File: src/design/cvcl_pkg.sv
package cvcl_pkg;

    localparam int CFG_INDEX_W = 4;
    localparam int REG_W       = 31;

    // register indexes
    localparam int REG_OFFSET     = 0;
    localparam int REG_PROP_GAIN  = 1;
    localparam int REG_INTEG_GAIN = 2;
    localparam int REG_WINDUP     = 3;
    localparam int REG_CUR_LIMIT  = 4;
    localparam int REG_BUS_INV    = 5;
    localparam int REG_MOD_GAIN   = 6;
    localparam int REG_MOD_LIMIT  = 7;
    localparam int REG_COUNT      = 8;

    localparam logic [REG_W-1:0] REG_RESET [REG_COUNT] = '{
        31'd1073741824, 31'd52428, 31'd7340, 31'd2621,
        31'd128816332, 31'd291065, 31'd786432000, 31'd786432000
    };

    localparam int Q30_SHIFT = 30;

    // loop constants held in Q30
    localparam longint K_IL_VO_Q30 = 64'sd7157551294;
    localparam longint K_IL_IO_Q30 = 64'sd557527020;
    localparam longint K_E_IL_Q30  = 64'sd307038793;
    localparam longint K_E_VO_Q30  = 64'sd2046717235;
    localparam longint K_PROP_Q30  = 64'sd4831838208;
    localparam longint K_RL_Q30    = 64'sd322122547;
    localparam logic signed [31:0] TWO_Q30 = 32'sd2147483646;

    localparam logic signed [31:0] DRIVE_MAX = 32'sd4095;
    localparam logic signed [31:0] DRIVE_MIN = -32'sd4096;

    typedef struct packed {
        logic signed [31:0] voltage_reference;
        logic signed [31:0] output_voltage;
        logic signed [31:0] output_current;
        logic signed [31:0] inductor_current;
        logic [30:0]        bus_voltage;
    } t_in_item;

    typedef struct packed {
        logic signed [12:0] drive;
        logic signed [31:0] current_reference;
        logic               current_clamped;
        logic               drive_clamped;
    } t_out_item;

    typedef struct packed {
        logic [CFG_INDEX_W-1:0] index;
        logic [REG_W-1:0]       value;
    } t_cfg_req;

    // control of the shared arithmetic unit
    typedef struct packed {
        logic mul_en;
        logic shift30;
        logic alu_sub;
    } t_arith_ctl;

endpackage

File: src/design/cvcl_if.sv
interface cvcl_in_if;
    import cvcl_pkg::*;
    logic     valid;
    logic     ready;
    t_in_item data;
    modport source(output valid, output data, input ready);
    modport sink(input valid, input data, output ready);
endinterface

interface cvcl_out_if;
    import cvcl_pkg::*;
    logic      valid;
    logic      ready;
    t_out_item data;
    modport source(output valid, output data, input ready);
    modport sink(input valid, input data, output ready);
endinterface

interface cvcl_cfg_if;
    import cvcl_pkg::*;
    logic     valid;
    logic     ready;
    t_cfg_req data;
    modport source(output valid, output data, input ready);
    modport sink(input valid, input data, output ready);
endinterface

File: src/design/cascaded_voltage_current_loop.sv
// One shared 32x32 multiplier and one saturating adder are stepped through 22
// operations, then the clamp stage; a new sample is accepted only once the
// last result has been loaded into the output register.
// A finished result waits in the output register while the next sample runs.
// Reset (synchronous, active low) clears the integrator and windup term,
// loads the register defaults and empties the output register.
module cascaded_voltage_current_loop #(
    parameter int FRACTION_BITS = 19
) (
    input  logic        i_clk,
    input  logic        i_rst_n,
    cvcl_in_if.sink     i_in,
    cvcl_out_if.source  o_out,
    cvcl_cfg_if.sink    i_cfg
);
    import cvcl_pkg::*;

    localparam int QS = Q30_SHIFT - FRACTION_BITS;
    localparam logic signed [31:0] K_IL_VO = 32'(K_IL_VO_Q30 >>> QS);
    localparam logic signed [31:0] K_IL_IO = 32'(K_IL_IO_Q30 >>> QS);
    localparam logic signed [31:0] K_E_IL  = 32'(K_E_IL_Q30 >>> QS);
    localparam logic signed [31:0] K_E_VO  = 32'(K_E_VO_Q30 >>> QS);
    localparam logic signed [31:0] K_PROP  = 32'(K_PROP_Q30 >>> QS);
    localparam logic signed [31:0] K_RL    = 32'(K_RL_Q30 >>> QS);

    typedef enum logic [2:0] {
        ST_IDLE = 3'b001,
        ST_RUN  = 3'b010,
        ST_DONE = 3'b100
    } t_state;

    typedef enum logic [4:0] {
        S_VO, S_IO, S_IL, S_ERR, S_NR, S_Y1, S_Y2, S_PI, S_P4, S_IRAW, S_CLAMP,
        S_DLT, S_IERR, S_WC, S_P5, S_T, S_P8, S_E, S_M_MUL, S_M_CAP, S_D_MUL,
        S_D_CAP
    } t_step;

    typedef struct packed {
        logic signed [31:0] value;
        logic               hit;
    } t_clamp;

    function automatic t_clamp clamp_sym(input logic signed [31:0] x,
                                         input logic [REG_W-1:0] lim);
        logic signed [32:0] xs;
        logic signed [32:0] ls;
        t_clamp             c;
        xs = {x[31], x};
        ls = {2'b00, lim};
        c.value = x;
        c.hit   = 1'b0;
        if (xs > ls) begin
            c.value = ls[31:0];
            c.hit   = 1'b1;
        end else if (xs < -ls) begin
            c.value = 32'(-ls);
            c.hit   = 1'b1;
        end
        return c;
    endfunction

    t_state r_state, n_state;
    t_step  r_step, n_step;

    logic [REG_W-1:0] r_regs [REG_COUNT];
    logic signed [31:0] r_integ, r_wc;
    logic               r_out_valid;
    t_out_item          r_out;

    t_in_item           r_in;
    logic signed [31:0] r_vo, r_io, r_il, r_err, r_y, r_inv, r_acc, r_tmp;
    logic signed [31:0] r_iraw, r_iref, r_ierr;
    logic               r_ihit;

    t_arith_ctl         ctl;
    logic signed [31:0] mul_a, mul_b, alu_x, alu_y, ps, alu;
    t_clamp             icl, dcl;
    logic signed [31:0] dshift;
    logic signed [12:0] drive;
    logic               in_acc, out_load;

    assign i_in.ready  = (r_state == ST_IDLE);
    assign i_cfg.ready = 1'b1;
    assign in_acc      = i_in.valid && i_in.ready;
    assign out_load    = (r_state == ST_DONE) && (!r_out_valid || o_out.ready);
    assign o_out.valid = r_out_valid;
    assign o_out.data  = r_out;

    cvcl_arith #(
        .FRACTION_BITS(FRACTION_BITS)
    ) u_arith (
        .i_clk  (i_clk),
        .i_ctl  (ctl),
        .i_mul_a(mul_a),
        .i_mul_b(mul_b),
        .i_alu_x(alu_x),
        .i_alu_y(alu_y),
        .o_ps   (ps),
        .o_alu  (alu)
    );

    // operand selection for each step
    always_comb begin
        ctl   = '0;
        mul_a = '0;
        mul_b = '0;
        alu_x = '0;
        alu_y = '0;
        case (r_step)
            S_VO: begin
                alu_x = r_in.output_voltage;
                alu_y = {1'b0, r_regs[REG_OFFSET]};
                ctl.alu_sub = 1'b1;
            end
            S_IO: begin
                alu_x = r_in.output_current;
                alu_y = {1'b0, r_regs[REG_OFFSET]};
                ctl.alu_sub = 1'b1;
            end
            S_IL: begin
                alu_x = r_in.inductor_current;
                alu_y = {1'b0, r_regs[REG_OFFSET]};
                ctl.alu_sub = 1'b1;
            end
            S_ERR: begin
                alu_x = r_in.voltage_reference;
                alu_y = r_vo;
                ctl.alu_sub = 1'b1;
                ctl.mul_en = 1'b1;
                mul_a = {1'b0, r_in.bus_voltage};
                mul_b = {1'b0, r_regs[REG_BUS_INV]};
            end
            S_NR: begin
                alu_x = TWO_Q30;
                alu_y = ps;
                ctl.alu_sub = 1'b1;
                ctl.mul_en = 1'b1;
                mul_a = {1'b0, r_regs[REG_INTEG_GAIN]};
                mul_b = r_err;
            end
            S_Y1: begin
                alu_x = r_integ;
                alu_y = ps;
                ctl.mul_en = 1'b1;
                ctl.shift30 = 1'b1;
                mul_a = r_inv;
                mul_b = {1'b0, r_regs[REG_BUS_INV]};
            end
            S_Y2: begin
                alu_x = r_y;
                alu_y = r_wc;
                ctl.mul_en = 1'b1;
                mul_a = {1'b0, r_regs[REG_PROP_GAIN]};
                mul_b = r_err;
            end
            S_PI: begin
                alu_x = r_y;
                alu_y = ps;
                ctl.mul_en = 1'b1;
                mul_a = K_IL_IO;
                mul_b = r_io;
            end
            S_P4: begin
                ctl.mul_en = 1'b1;
                mul_a = K_IL_VO;
                mul_b = r_acc;
            end
            S_IRAW: begin
                alu_x = ps;
                alu_y = r_tmp;
            end
            S_DLT: begin
                alu_x = r_iref;
                alu_y = r_iraw;
                ctl.alu_sub = 1'b1;
            end
            S_IERR: begin
                alu_x = r_iref;
                alu_y = r_il;
                ctl.alu_sub = 1'b1;
                ctl.mul_en = 1'b1;
                mul_a = {1'b0, r_regs[REG_WINDUP]};
                mul_b = r_tmp;
            end
            S_WC: begin
                ctl.mul_en = 1'b1;
                mul_a = K_PROP;
                mul_b = r_ierr;
            end
            S_P5: begin
                ctl.mul_en = 1'b1;
                mul_a = K_RL;
                mul_b = r_ierr;
            end
            S_T: begin
                alu_x = ps;
                alu_y = r_tmp;
                ctl.mul_en = 1'b1;
                mul_a = K_E_VO;
                mul_b = r_vo;
            end
            S_P8: begin
                ctl.mul_en = 1'b1;
                mul_a = K_E_IL;
                mul_b = r_acc;
            end
            S_E: begin
                alu_x = ps;
                alu_y = r_tmp;
            end
            S_M_MUL: begin
                ctl.mul_en = 1'b1;
                mul_a = r_acc;
                mul_b = r_inv;
            end
            S_D_MUL: begin
                ctl.mul_en = 1'b1;
                ctl.shift30 = 1'b1;
                mul_a = r_tmp;
                mul_b = {1'b0, r_regs[REG_MOD_GAIN]};
            end
            default: ;
        endcase
    end

    assign icl = clamp_sym(r_iraw, r_regs[REG_CUR_LIMIT]);

    // modulator clamp and integer part of the drive
    always_comb begin
        dcl    = clamp_sym(r_tmp, r_regs[REG_MOD_LIMIT]);
        dshift = dcl.value >>> FRACTION_BITS;
        if (dshift > DRIVE_MAX) begin
            drive = DRIVE_MAX[12:0];
        end else if (dshift < DRIVE_MIN) begin
            drive = DRIVE_MIN[12:0];
        end else begin
            drive = dshift[12:0];
        end
    end

    always_comb begin
        n_state = r_state;
        n_step  = r_step;
        case (r_state)
            ST_IDLE: begin
                if (in_acc) begin
                    n_state = ST_RUN;
                    n_step  = S_VO;
                end
            end
            ST_RUN: begin
                if (r_step == S_D_CAP) begin
                    n_state = ST_DONE;
                end else begin
                    n_step = t_step'(r_step + 5'd1);
                end
            end
            ST_DONE: begin
                if (out_load) begin
                    n_state = ST_IDLE;
                end
            end
            default: n_state = ST_IDLE;
        endcase
    end

    always_ff @(posedge i_clk) begin
        if (!i_rst_n) begin
            r_state     <= ST_IDLE;
            r_step      <= S_VO;
            r_out_valid <= 1'b0;
            r_integ     <= '0;
            r_wc        <= '0;
            for (int k = 0; k < REG_COUNT; k++) begin
                r_regs[k] <= REG_RESET[k];
            end
        end else begin
            r_state <= n_state;
            r_step  <= n_step;
            // drop writes beyond the register list
            if (i_cfg.valid && i_cfg.ready &&
                i_cfg.data.index < CFG_INDEX_W'(REG_COUNT)) begin
                r_regs[i_cfg.data.index[2:0]] <= i_cfg.data.value;
            end
            if (out_load) begin
                r_out_valid <= 1'b1;
            end else if (o_out.ready) begin
                r_out_valid <= 1'b0;
            end
            // commit loop state once the windup term is known
            if (r_state == ST_RUN && r_step == S_WC) begin
                r_wc    <= ps;
                r_integ <= r_y;
            end
        end
    end

    always_ff @(posedge i_clk) begin
        if (in_acc) begin
            r_in <= i_in.data;
        end
        if (r_state == ST_RUN) begin
            case (r_step)
                S_VO:    r_vo   <= alu;
                S_IO:    r_io   <= alu;
                S_IL:    r_il   <= alu;
                S_ERR:   r_err  <= alu;
                S_NR:    r_inv  <= alu;
                S_Y1:    r_y    <= alu;
                S_Y2: begin
                    r_y   <= alu;
                    r_inv <= ps;
                end
                S_PI:    r_acc  <= alu;
                S_P4:    r_tmp  <= ps;
                S_IRAW:  r_iraw <= alu;
                S_CLAMP: begin
                    r_iref <= icl.value;
                    r_ihit <= icl.hit;
                end
                S_DLT:   r_tmp  <= alu;
                S_IERR:  r_ierr <= alu;
                S_P5:    r_tmp  <= ps;
                S_T:     r_acc  <= alu;
                S_P8:    r_tmp  <= ps;
                S_E:     r_acc  <= alu;
                S_M_CAP: r_tmp  <= ps;
                S_D_CAP: r_tmp  <= ps;
                default: ;
            endcase
        end
        if (out_load) begin
            r_out.drive             <= drive;
            r_out.current_reference <= r_iref;
            r_out.current_clamped   <= r_ihit;
            r_out.drive_clamped     <= dcl.hit;
        end
    end

    a_state_onehot: assert property (@(posedge i_clk) disable iff (!i_rst_n)
        $onehot(r_state))
        else $error("sequencer state not one-hot");

    a_accept_starts: assert property (@(posedge i_clk) disable iff (!i_rst_n)
        in_acc |=> (r_state == ST_RUN) && (r_step == S_VO))
        else $error("accepted request did not start the sequence");

    a_busy_not_ready: assert property (@(posedge i_clk) disable iff (!i_rst_n)
        (r_state != ST_IDLE) |-> !i_in.ready)
        else $error("input ready while a request is in progress");

    a_done_loads: assert property (@(posedge i_clk) disable iff (!i_rst_n)
        out_load |=> r_out_valid && (r_state == ST_IDLE))
        else $error("finished result not loaded into the output register");

endmodule

File: src/design/cvcl_arith.sv
module cvcl_arith #(
    parameter int FRACTION_BITS = 19
) (
    input  logic                  i_clk,
    input  cvcl_pkg::t_arith_ctl  i_ctl,
    input  logic signed [31:0]    i_mul_a,
    input  logic signed [31:0]    i_mul_b,
    input  logic signed [31:0]    i_alu_x,
    input  logic signed [31:0]    i_alu_y,
    output logic signed [31:0]    o_ps,
    output logic signed [31:0]    o_alu
);
    import cvcl_pkg::*;

    logic signed [63:0] r_prod;
    logic               r_shift30;
    logic signed [63:0] shifted;
    logic signed [32:0] sum;

    always_ff @(posedge i_clk) begin
        if (i_ctl.mul_en) begin
            r_prod    <= 64'(i_mul_a) * 64'(i_mul_b);
            r_shift30 <= i_ctl.shift30;
        end
    end

    // floor shift of the held product, then saturate to 32 bits
    always_comb begin
        shifted = r_shift30 ? (r_prod >>> Q30_SHIFT) : (r_prod >>> FRACTION_BITS);
        if (shifted[63:31] != {33{shifted[31]}}) begin
            o_ps = shifted[63] ? 32'sh8000_0000 : 32'sh7fff_ffff;
        end else begin
            o_ps = shifted[31:0];
        end
    end

    always_comb begin
        if (i_ctl.alu_sub) begin
            sum = {i_alu_x[31], i_alu_x} - {i_alu_y[31], i_alu_y};
        end else begin
            sum = {i_alu_x[31], i_alu_x} + {i_alu_y[31], i_alu_y};
        end
        if (sum[32] != sum[31]) begin
            o_alu = sum[32] ? 32'sh8000_0000 : 32'sh7fff_ffff;
        end else begin
            o_alu = sum[31:0];
        end
    end

endmodule

File: src/flat_wrapper.sv
// flat-port wrapper written by rule: the top's interface ports become plain ports
module cascaded_voltage_current_loop_flat import cvcl_pkg::*;
#(
    parameter int FRACTION_BITS = 19
)
  (i_clk, i_rst_n, i_in_valid, i_in_data, i_in_ready, o_out_valid, o_out_data, o_out_ready, i_cfg_valid, i_cfg_data, i_cfg_ready);
  cvcl_in_if i_in_i ();
  cvcl_out_if o_out_i ();
  cvcl_cfg_if i_cfg_i ();
  input  logic i_clk;
  input  logic i_rst_n;
  input wire logic [$bits(i_in_i.valid)-1:0] i_in_valid;
  input wire logic [$bits(i_in_i.data)-1:0] i_in_data;
  output wire logic [$bits(i_in_i.ready)-1:0] i_in_ready;
  output wire logic [$bits(o_out_i.valid)-1:0] o_out_valid;
  output wire logic [$bits(o_out_i.data)-1:0] o_out_data;
  input wire logic [$bits(o_out_i.ready)-1:0] o_out_ready;
  input wire logic [$bits(i_cfg_i.valid)-1:0] i_cfg_valid;
  input wire logic [$bits(i_cfg_i.data)-1:0] i_cfg_data;
  output wire logic [$bits(i_cfg_i.ready)-1:0] i_cfg_ready;
  assign i_in_i.valid = i_in_valid;
  assign i_in_i.data = i_in_data;
  assign i_in_ready = i_in_i.ready;
  assign o_out_valid = o_out_i.valid;
  assign o_out_data = o_out_i.data;
  assign o_out_i.ready = o_out_ready;
  assign i_cfg_i.valid = i_cfg_valid;
  assign i_cfg_i.data = i_cfg_data;
  assign i_cfg_ready = i_cfg_i.ready;
  cascaded_voltage_current_loop #(.FRACTION_BITS(FRACTION_BITS)) u_core (.i_clk(i_clk), .i_rst_n(i_rst_n), .i_in(i_in_i), .o_out(o_out_i), .i_cfg(i_cfg_i));
endmodule
File: config.mk
export PLATFORM = sky130hd
export DESIGN_NAME = cascaded_voltage_current_loop_flat
export DESIGN_NICKNAME = d
export VERILOG_FILES = /design/src/design/cvcl_pkg.sv /design/src/design/cvcl_if.sv /design/src/design/cascaded_voltage_current_loop.sv /design/src/design/cvcl_arith.sv /design/src/flat_wrapper.sv
export SDC_FILE = /design/constraint.sdc
export NUM_CORES = 2
export LEC_CHECK = 0
export BUFFER_PORTS_ARGS = -buffer_cell sky130_fd_sc_hd__buf_2
export CAP_MARGIN = 25
export CORE_MARGIN = 2
export CORE_UTILIZATION = 25
export DETAILED_ROUTE_END_ITERATION = 8
export HOLD_SLACK_MARGIN = 0.06
export PLACE_DENSITY_LB_ADDON = 0.12
export SYNTH_ARGS = -nofsm -noshare
export SYNTH_HDL_FRONTEND = slang
export SYNTH_HIERARCHICAL = 1
export SYNTH_SLANG_ARGS = --single-unit
File: constraint.sdc
create_clock -name i_clk -period 24.7 [get_ports i_clk]
set_input_delay 1.235 -clock i_clk [delete_from_list [all_inputs] [get_ports i_clk]]
set_output_delay 1.235 -clock i_clk [all_outputs]
set_load 0.02 [all_outputs]
==> metrics.md <==
| Metric | Value |
|---|---|
| CP Data Arrival Time | `12.57 ns` |
| Starting density of the core | `25.1%` |
| Main flop type after synthesis | `edfxtp_1` |
| Yosys cell types | `93` |
| Worst Path Required | `~25 ns` |
| Setup tns final | `0 ns` |
| Synth area leader | `edfxtp_1` |
| CTS tree | `yes` |
| Largest net degree at the start of global routing | `between 70 and 80` |
| Share of synthesized registers carrying an async set or reset | `0%` |
| Antenna viol nets, final | `0` |
| Sequential share of the synthesized area | `~34%` |
| Hold path startpoint | `u_core/r_iref[16]$_DFFE_PP_` |
| Slowest stage cell on the critical path | `fa_1` |
| Vias per inst | `between 4 and 5` |
| Die height | `roughly 570 um` |
| Xor/xnor share of the synthesized area | `1.84%` |
| Total power | `between 4 and 5 mW` |
| Number of port buffers | `247` |
| CP Max Fanout | `38` |
| Post-Syn Area | `80000 sq um` |
| TritonRoute pass-1 iters | `7` |
| Remaining routing DRC violations | `0` |
| Max Clk Rate | `around 83 MHz` |
| Crit path largest cell delay | `slightly below 1 ns` |
| DR vias | `between 50k and 60k` |
| Drt wl/cell | `roughly 27 um` |
| Finish-stage setup viols | `0` |
| Reg clk slew, reported paths | `about 0.060 ns` |
| Final core occ | `between 20% and 30%` |
| Yosys warnings | `6` |
| Clk_lat worst skew | `about 0.75 ns` |
| MaxCap Viol Count | `0` |
| Syn_nets | `8900` |
| Worst setup path start | `u_core/r_step[1]$_SDFFE_PN0P_` |
| Fin crit period | `12.12 ns` |
| Main combinational cell family by area after synthesis | `adder cells` |
| Post-synthesis mux area share | `approximately 1.8%` |
| First-pass GRT wire length | `about 460000 um` |
| CTS Hold Bufs | `0` |
| Worst slew pin tran | `between 1 and 1.5 ns` |
| Critical Path Source Type | `flip-flop` |
| H-tree depth | `3` |
| Most common cell after layout, fill and taps aside | `fa_1` |
| GPL Wtd Cong | `~0.9` |
| Slew Limit Fails | `0` |
| Post-synth EDFFs | `853` |
| CTS Buf Count | `115` |
| Final cycle utilization of the critical path | `around half` |
| Top cells by area, synth | `edfxtp_1, fa_1, ha_1, and2_1, inv_1` |
| CORE AREA | `318000 sq um` |
| Post-synthesis instance total | `~7.3k` |
| Antenna violations before repair | `49` |
| Simple-gate share of the synthesized area | `between 10% and 20%` |
| Mean area per synthesized cell | `around 11 sq um` |
| Most frequent cells in the layout | `fa_1, inv_1, edfxtp_1` |
| #FFs+latches synth | `slightly above 900` |
| CTS Buffer Depth | `3` |
| Die W | `570 um` |
| CP Capture Type | `flip-flop` |
| Fin nets | `just over 9k` |
| Total GRT Usage | `19.8%` |
| CTS root buf | `clkbuf_16` |
| Post-synthesis adder-cell area fraction | `32.6%` |
| Layout cells sized above 1 | `a little over a tenth` |
| Synth top area share | `around 32%` |
| Hold Path Class | `reg2reg` |
| Hold WS | `between 0.4 and 0.5 ns` |
| Pwr dens | `between 40 and 50 nW/um^2` |
| Reg-to-reg slack, setup | `~13 ns` |
| Outcome | `finished, final reports clean` |
| Remaining Overflow, GRT | `0` |
| Rows | `between 200 and 250` |
| Full die area | `~320000 sq um` |
| Vias in the first global route | `between 60k and 70k` |
| Detailed Route WL | `322000 um` |
| Worst Skew | `~0.047 ns` |
| I/O Pins | `around 250` |
| DP HPWL | `roughly 240000 um` |
| Post-synthesis compound-gate area fraction | `under 10%` |
| VDD IR-drop max | `between 0.06 and 0.07 mV` |
| Layout area overhead | `13.5%` |
| Leak | `around 38 nW` |
| Crit Path Class | `reg2reg` |
| Clk sinks | `a little over 900` |
| RR Startpoint | `u_core/r_step[1]$_SDFFE_PN0P_` |
| Relative slew slack | `between 20 and 30%` |
| RSZ-0062 raised after global routing | `false` |
| Final Hold Fails | `0` |
| Initial DRC Count | `5404` |
| Post-CTS Setup Inserts | `0` |
| Cts repair resizes | `0` |
cells by family after synthesis:
family,after synthesis
and+or+nand+nor,2118
AOI/OAI and AO/OA,1036
buffers and inverters,1457
DFF,926
muxes,136
adders and majority gates,1433
xor gates and xnor gates,166
other,1
stage by stage:
stage          instances  setup WS [ns]  instance area, sq um
2_1_floorplan       7273          15.15                 80000
3_3_place_gp       11500          12.77                 86900
3_5_place_dp       11500          12.72                 87000
4_1_cts            11700          12.67                 90700
5_1_grt            11700          12.00                 90800
6_report           11700          12.58                 90800
power breakdown:
| part | internal, mW | switching, mW |
|---|---|---|
| sequential | 1.85 | 0.0266 |
| combinational | 0.172 | 0.372 |
| clock | 1.00 | 0.714 |
| total | 3.02 | 1.11 |
cell usage after synthesis (all sizes together), types with 38 or more instances:
cell type  count
a21boi        66
a21o          54
a21oi        187
a221oi        78
a222oi       120
a22oi        199
and2         691
clkbuf       385
dfxtp         73
edfxtp       853
fa          1082
ha           346
inv         1054
mux2          66
mux2i         70
nand2        772
nand2b        38
nand3        118
nand4         80
nor2         170
nor3          51
o21ai        149
or3           70
xnor2        139
critical path, delay by kind of cell (launching register included):
family,cells,cell delay (ns)
AOI/OAI and AO/OA,6,1.45
DFF,1,0.42
buffers and inverters,11,2.63
and+or+nand+nor,5,1.86
adders and majority gates,10,5.16
xor gates and xnor gates,1,0.16
worst paths after layout:
| check | endpoint | cells after the start |
|---|---|---|
| worst max-delay path | u_core/u_arith/r_prod[59]$_DFFE_PP_ | 33 |
| worst min register to register | u_core/o_out.data[18]$_DFFE_PP_ | 0 |
| worst max register to register | u_core/u_arith/r_prod[59]$_DFFE_PP_ | 33 |
| worst min-delay path | u_core/o_out.data[18]$_DFFE_PP_ | 0 |
state kept, by name (all words and copies together), names as in the netlist, 45 cells and up:
signal	count
u_core/u_arith/r_prod	45
u_core/r_in	159
u_core/o_out.data	47
u_core/r_regs	248
layer usage:
layer	wire length, um	GRT usage (%)	up-vias
li1	-	-	24800
met1	147000	28.1	30600
met2	150000	32.4	1909
met3	16900	2.03	326
met4	7910	4.42	2
met5	13	0	-
area by class of cell:
type / instances / area [sq um]
Antenna cell: 9 / 22.5
Tap cell: 4180 / 5230
Multi-Input combinational cell: 4890 / 47800
Clock inverter: 68 / 622
Inverter: 1054 / 3960
Timing Repair Buffer: 470 / 2950
Clock buffer: 148 / 3160
Sequential cell: 926 / 27100
Fill cell: 33000 / 227000
Power figures use the tool's default switching activity.
